[src/rgsa_pkg.sv]
// Shared types and constants for the gradient scatter-add table.
package rgsa_pkg;

    localparam int MAX_ROWS_DEF  = 1024;
    localparam int MAX_WIDTH_DEF = 256;

    localparam int ROW_IDX_W   = 10;
    localparam int COL_W       = 8;
    localparam int VAL_W       = 32;
    localparam int REQ_W       = 2;
    localparam int STAT_W      = 2;
    localparam int ROW_COUNT_W = 11;
    localparam int ROW_WIDTH_W = 9;
    localparam int CFG_IDX_W   = 8;
    localparam int CFG_DATA_W  = 11;

    localparam logic [ROW_COUNT_W-1:0] ROW_COUNT_RST = 11'd1024;
    localparam logic [ROW_WIDTH_W-1:0] ROW_WIDTH_RST = 9'd256;

    // register indexes
    localparam logic [CFG_IDX_W-1:0] CFG_ROW_COUNT = 8'd0;
    localparam logic [CFG_IDX_W-1:0] CFG_ROW_WIDTH = 8'd1;

    // request codes; the unused code behaves as a read
    localparam logic [REQ_W-1:0] REQ_ACC   = 2'd0;
    localparam logic [REQ_W-1:0] REQ_READ  = 2'd1;
    localparam logic [REQ_W-1:0] REQ_CLEAR = 2'd2;

    // result status codes
    localparam logic [STAT_W-1:0] STAT_OK    = 2'd0;
    localparam logic [STAT_W-1:0] STAT_RANGE = 2'd1;
    localparam logic [STAT_W-1:0] STAT_SAT   = 2'd2;

    localparam logic [VAL_W-1:0] SAT_MAX = 32'h7FFF_FFFF;
    localparam logic [VAL_W-1:0] SAT_MIN = 32'h8000_0000;

    typedef struct packed {
        logic [REQ_W-1:0]        req_type;
        logic [ROW_IDX_W-1:0]    row_index;
        logic [COL_W-1:0]        column;
        logic signed [VAL_W-1:0] grad_value;
    } t_in_item;

    typedef struct packed {
        logic signed [VAL_W-1:0] entry_value;
        logic [STAT_W-1:0]       status;
    } t_out_item;

    typedef enum logic [2:0] {
        ST_CLEAR,
        ST_IDLE,
        ST_ADDR,
        ST_READ,
        ST_CALC,
        ST_DONE
    } t_state;

    typedef struct packed {
        logic clr_step;
        logic capture;
        logic addr_load;
        logic rd_en;
        logic calc_load;
        logic commit;
    } t_cmd;

    typedef struct packed {
        logic clr_last;
        logic out_free;
    } t_sts;

endpackage

[src/rgsa_ctrl.sv]
// Sequencer for the clearing pass and the read-modify-write of one request.
module rgsa_ctrl (
    input  logic              i_clk,
    input  logic              i_rst_n,
    input  logic              i_in_valid,
    output logic              o_in_stall,
    input  rgsa_pkg::t_sts    i_sts,
    output rgsa_pkg::t_cmd    o_cmd
);

    rgsa_pkg::t_state r_state;
    rgsa_pkg::t_state n_state;

    always_ff @(posedge i_clk) begin
        if (!i_rst_n) begin
            r_state <= rgsa_pkg::ST_CLEAR;
        end else begin
            r_state <= n_state;
        end
    end

    always_comb begin
        n_state    = r_state;
        o_cmd      = '0;
        o_in_stall = 1'b1;
        case (r_state)
            rgsa_pkg::ST_CLEAR: begin
                o_cmd.clr_step = 1'b1;
                if (i_sts.clr_last) begin
                    n_state = rgsa_pkg::ST_IDLE;
                end
            end
            rgsa_pkg::ST_IDLE: begin
                o_in_stall = 1'b0;
                if (i_in_valid) begin
                    o_cmd.capture = 1'b1;
                    n_state       = rgsa_pkg::ST_ADDR;
                end
            end
            rgsa_pkg::ST_ADDR: begin
                o_cmd.addr_load = 1'b1;
                n_state         = rgsa_pkg::ST_READ;
            end
            rgsa_pkg::ST_READ: begin
                o_cmd.rd_en = 1'b1;
                n_state     = rgsa_pkg::ST_CALC;
            end
            rgsa_pkg::ST_CALC: begin
                o_cmd.calc_load = 1'b1;
                n_state         = rgsa_pkg::ST_DONE;
            end
            rgsa_pkg::ST_DONE: begin
                // hold until the output register can take the beat
                if (i_sts.out_free) begin
                    o_cmd.commit = 1'b1;
                    n_state      = rgsa_pkg::ST_IDLE;
                end
            end
            default: begin
                n_state = rgsa_pkg::ST_IDLE;
            end
        endcase
    end

endmodule

[config.mk]
export PLATFORM = sky130hd
export DESIGN_NAME = rgsa_ctrl
export DESIGN_NICKNAME = d
export VERILOG_FILES = /design/src/rgsa_pkg.sv /design/src/rgsa_ctrl.sv
export SDC_FILE = /design/constraint.sdc
export NUM_CORES = 1
export LEC_CHECK = 0
export ABC_AREA = 1
export BUFFER_PORTS_ARGS = -buffer_cell sky130_fd_sc_hd__buf_2
export CAP_MARGIN = 25
export CELL_PAD_IN_SITES_DETAIL_PLACEMENT = 0
export CELL_PAD_IN_SITES_GLOBAL_PLACEMENT = 1
export CORE_AREA = 5 5 42 44
export DETAILED_ROUTE_END_ITERATION = 10
export DIE_AREA = 0 0 47 49
export GPL_ROUTABILITY_DRIVEN = 0
export PLACE_DENSITY = 0.58
export SYNTH_ARGS = -nofsm -noshare
export SYNTH_HDL_FRONTEND = slang
export SYNTH_SLANG_ARGS = --single-unit
[constraint.sdc]
create_clock -name i_clk -period 2.7 [get_ports i_clk]
set_input_delay 0.54 -clock i_clk [delete_from_list [all_inputs] [get_ports i_clk]]
set_output_delay 0.54 -clock i_clk [all_outputs]
set_load 0.1 [all_outputs]
==> results.cfg <==
[run_status]
status = completed

[power]
vdd_drop_max_mv = 0.203
powerDensity_nw_per_um2 = 754
p_leak_nw = 0.190
power_w = 0.000252

[grt]
grt_max_degree = 9
grt_pass1_wl_um = 1090
grt_remaining_overflow = 0
grt_pass1_vias = 266
antenna_found_initial = 0
track_usage_pct = 6.97

[detailed_routing]
vias_per_cell = 3.96
post_drt_wl_per_cell_um = 8.33
finalWirelength_um = 558
antenna_left = 0
via_count = 265
drtPass1Iterations = 2
drtIter0Drc = 1
drcViolationCount = 0

[cells_and_area]
largest_reg_flops = 3
most-common-layout-cells = buf_2, inv_1, nand2_1
area_growth_pct = 44.3
drive_gt1_share_pct = 47.1
final_core_util_pct = 23.8
reg_top3 = r_state (3)
fillCellCount = 172
diodes = 0
final_common_cell = buf_2
final_nets = 57
regMostFlops = r_state
stdcell_area_um2 = 334

[yosys]
syn_area_um2 = 231
yosys_warnings = 0
yosys_register_bits = 3
syn-num-nets = 42
synth_top_cell_area_share_pct = 25.9
yosysTopAreaCell = dfxtp_1
ys_types = 13
synth_area_leaders = dfxtp_1, inv_1, nand3_2, nand2_1, nor2_2
synthCells = 37
synth_seq_area_share_pct = 25.9
avgSynthCellArea_um2 = 6.26

[die]
core_area_um2 = 1400
die_w_um = 47
dieArea_um2 = 2300
io_pins = 12
row_count = 14
start_util_pct = 16.5
dieHeight_um = 49

[clock_tree]
numClockSinks = 3
cts_made_buffers = 3
clkTransAtPathRegs_ps = 40
cts_hold_buf = 0
cts_resized = 0
insertion_delay_ps = 230
cts_max_path_buffers = 2
cts-root-buf = clkbuf_4
cts_setup_buffers = 0
cts-htree-levels = 1
cts_tree = built

[critical_path]
start_kind = flop
worstSetupEndpointType = primary output
crit_type = reg -> out
path_max_fanout = 8
cp.required_ps = 2160
critPathArrivalTime_ps = 1430

[sta]
finalMaxSlewViolations = 0
setup_tns_ps = 0
fin_crit_sh_pct = 72.9
rsz0062_at_grt = false
timing.final.ws_setup_ps = 732
worstMarginPinSlew_ps = 488
hold_viol_final = 0
final.setup_skew_ps = 0.880
fin_crit_ps = 1970
max_freq_mhz = 508
slew_headroom_pct = 67.7
finalSetupViolCount = 0

[placement]
place_area_um2 = 308
dp_hpwl_um = 448
portBuffers = 11
place_ws_ps = 932

[job]
maxCapViolations = 0

[min_path]
hp-class = in -> reg
[report_power, final]
| group | internal [W] | total, W | switching [W] |
|---|---|---|---|
| clock | 0.0000554 | 0.0000786 | 0.0000232 |
| combinational | 0.0000226 | 0.000115 | 0.0000919 |
| sequential | 0.0000488 | 0.0000587 | 0.00000993 |
| total | 0.000127 | 0.000252 | 0.000125 |
[final timing paths]
path                            slack, ps  cells after the start          to        from
worst max register to register       1590                      6  r_state[0]  r_state[0]
worst max-delay path                  730                      3    o_cmd[0]  r_state[0]
worst min register to register        590                      2  r_state[2]  r_state[2]
worst min-delay path                  560                      3  r_state[0]     i_rst_n
[logic make-up (layout without fill, tap and decap cells)]
group | Yosys count | count (layout) | synth area share [%]
and+or+nand+nor | 20 | 20 | 46.5
AOI/OAI and AO/OA | 2 | 2 | 4.86
buffers and inverters | 12 | 26 | 22.7
DFF | 3 | 3 | 25.9
[synth_stat cells (all sizes together)]
library cell,number
o21ai,1
a31oi,1
nor3,3
inv,11
dfxtp,3
nand2,5
nor2,7
buf,1
nand3,5
[metal layers]
layer  routed length [um]  GRT usage (%)
met3                   39          0.369
met4                   38           9.68
met1                  241           8.11
met5                    0              0
met2                  238           9.05
[final cells by class]
cell class / instances / area [um^2] / area share [%]
Multi-Input combinational cell: 22 / 131 / 39.3
Inverter: 11 / 41.3 / 12.4
Sequential cell: 3 / 60.1 / 18.0
Tap cell: 16 / 20.0 / 5.99
Timing Repair Buffer: 11 / 55.1 / 16.5
Clock buffer: 4 / 26.3 / 7.87
[critical path, cell delays in order (launching register included)]
cell and delay [ps]:
dfxtp_1 510, nand2_1 140, nor3_2 110, buf_2 440
[metrics by stage]
step,hold WS [ps],cells
floorplan,524,37
global placement,597,63
detailed placement,590,63
CTS,554,67
global route,566,67
finish,561,67
Power figures use the tool's default switching activity.
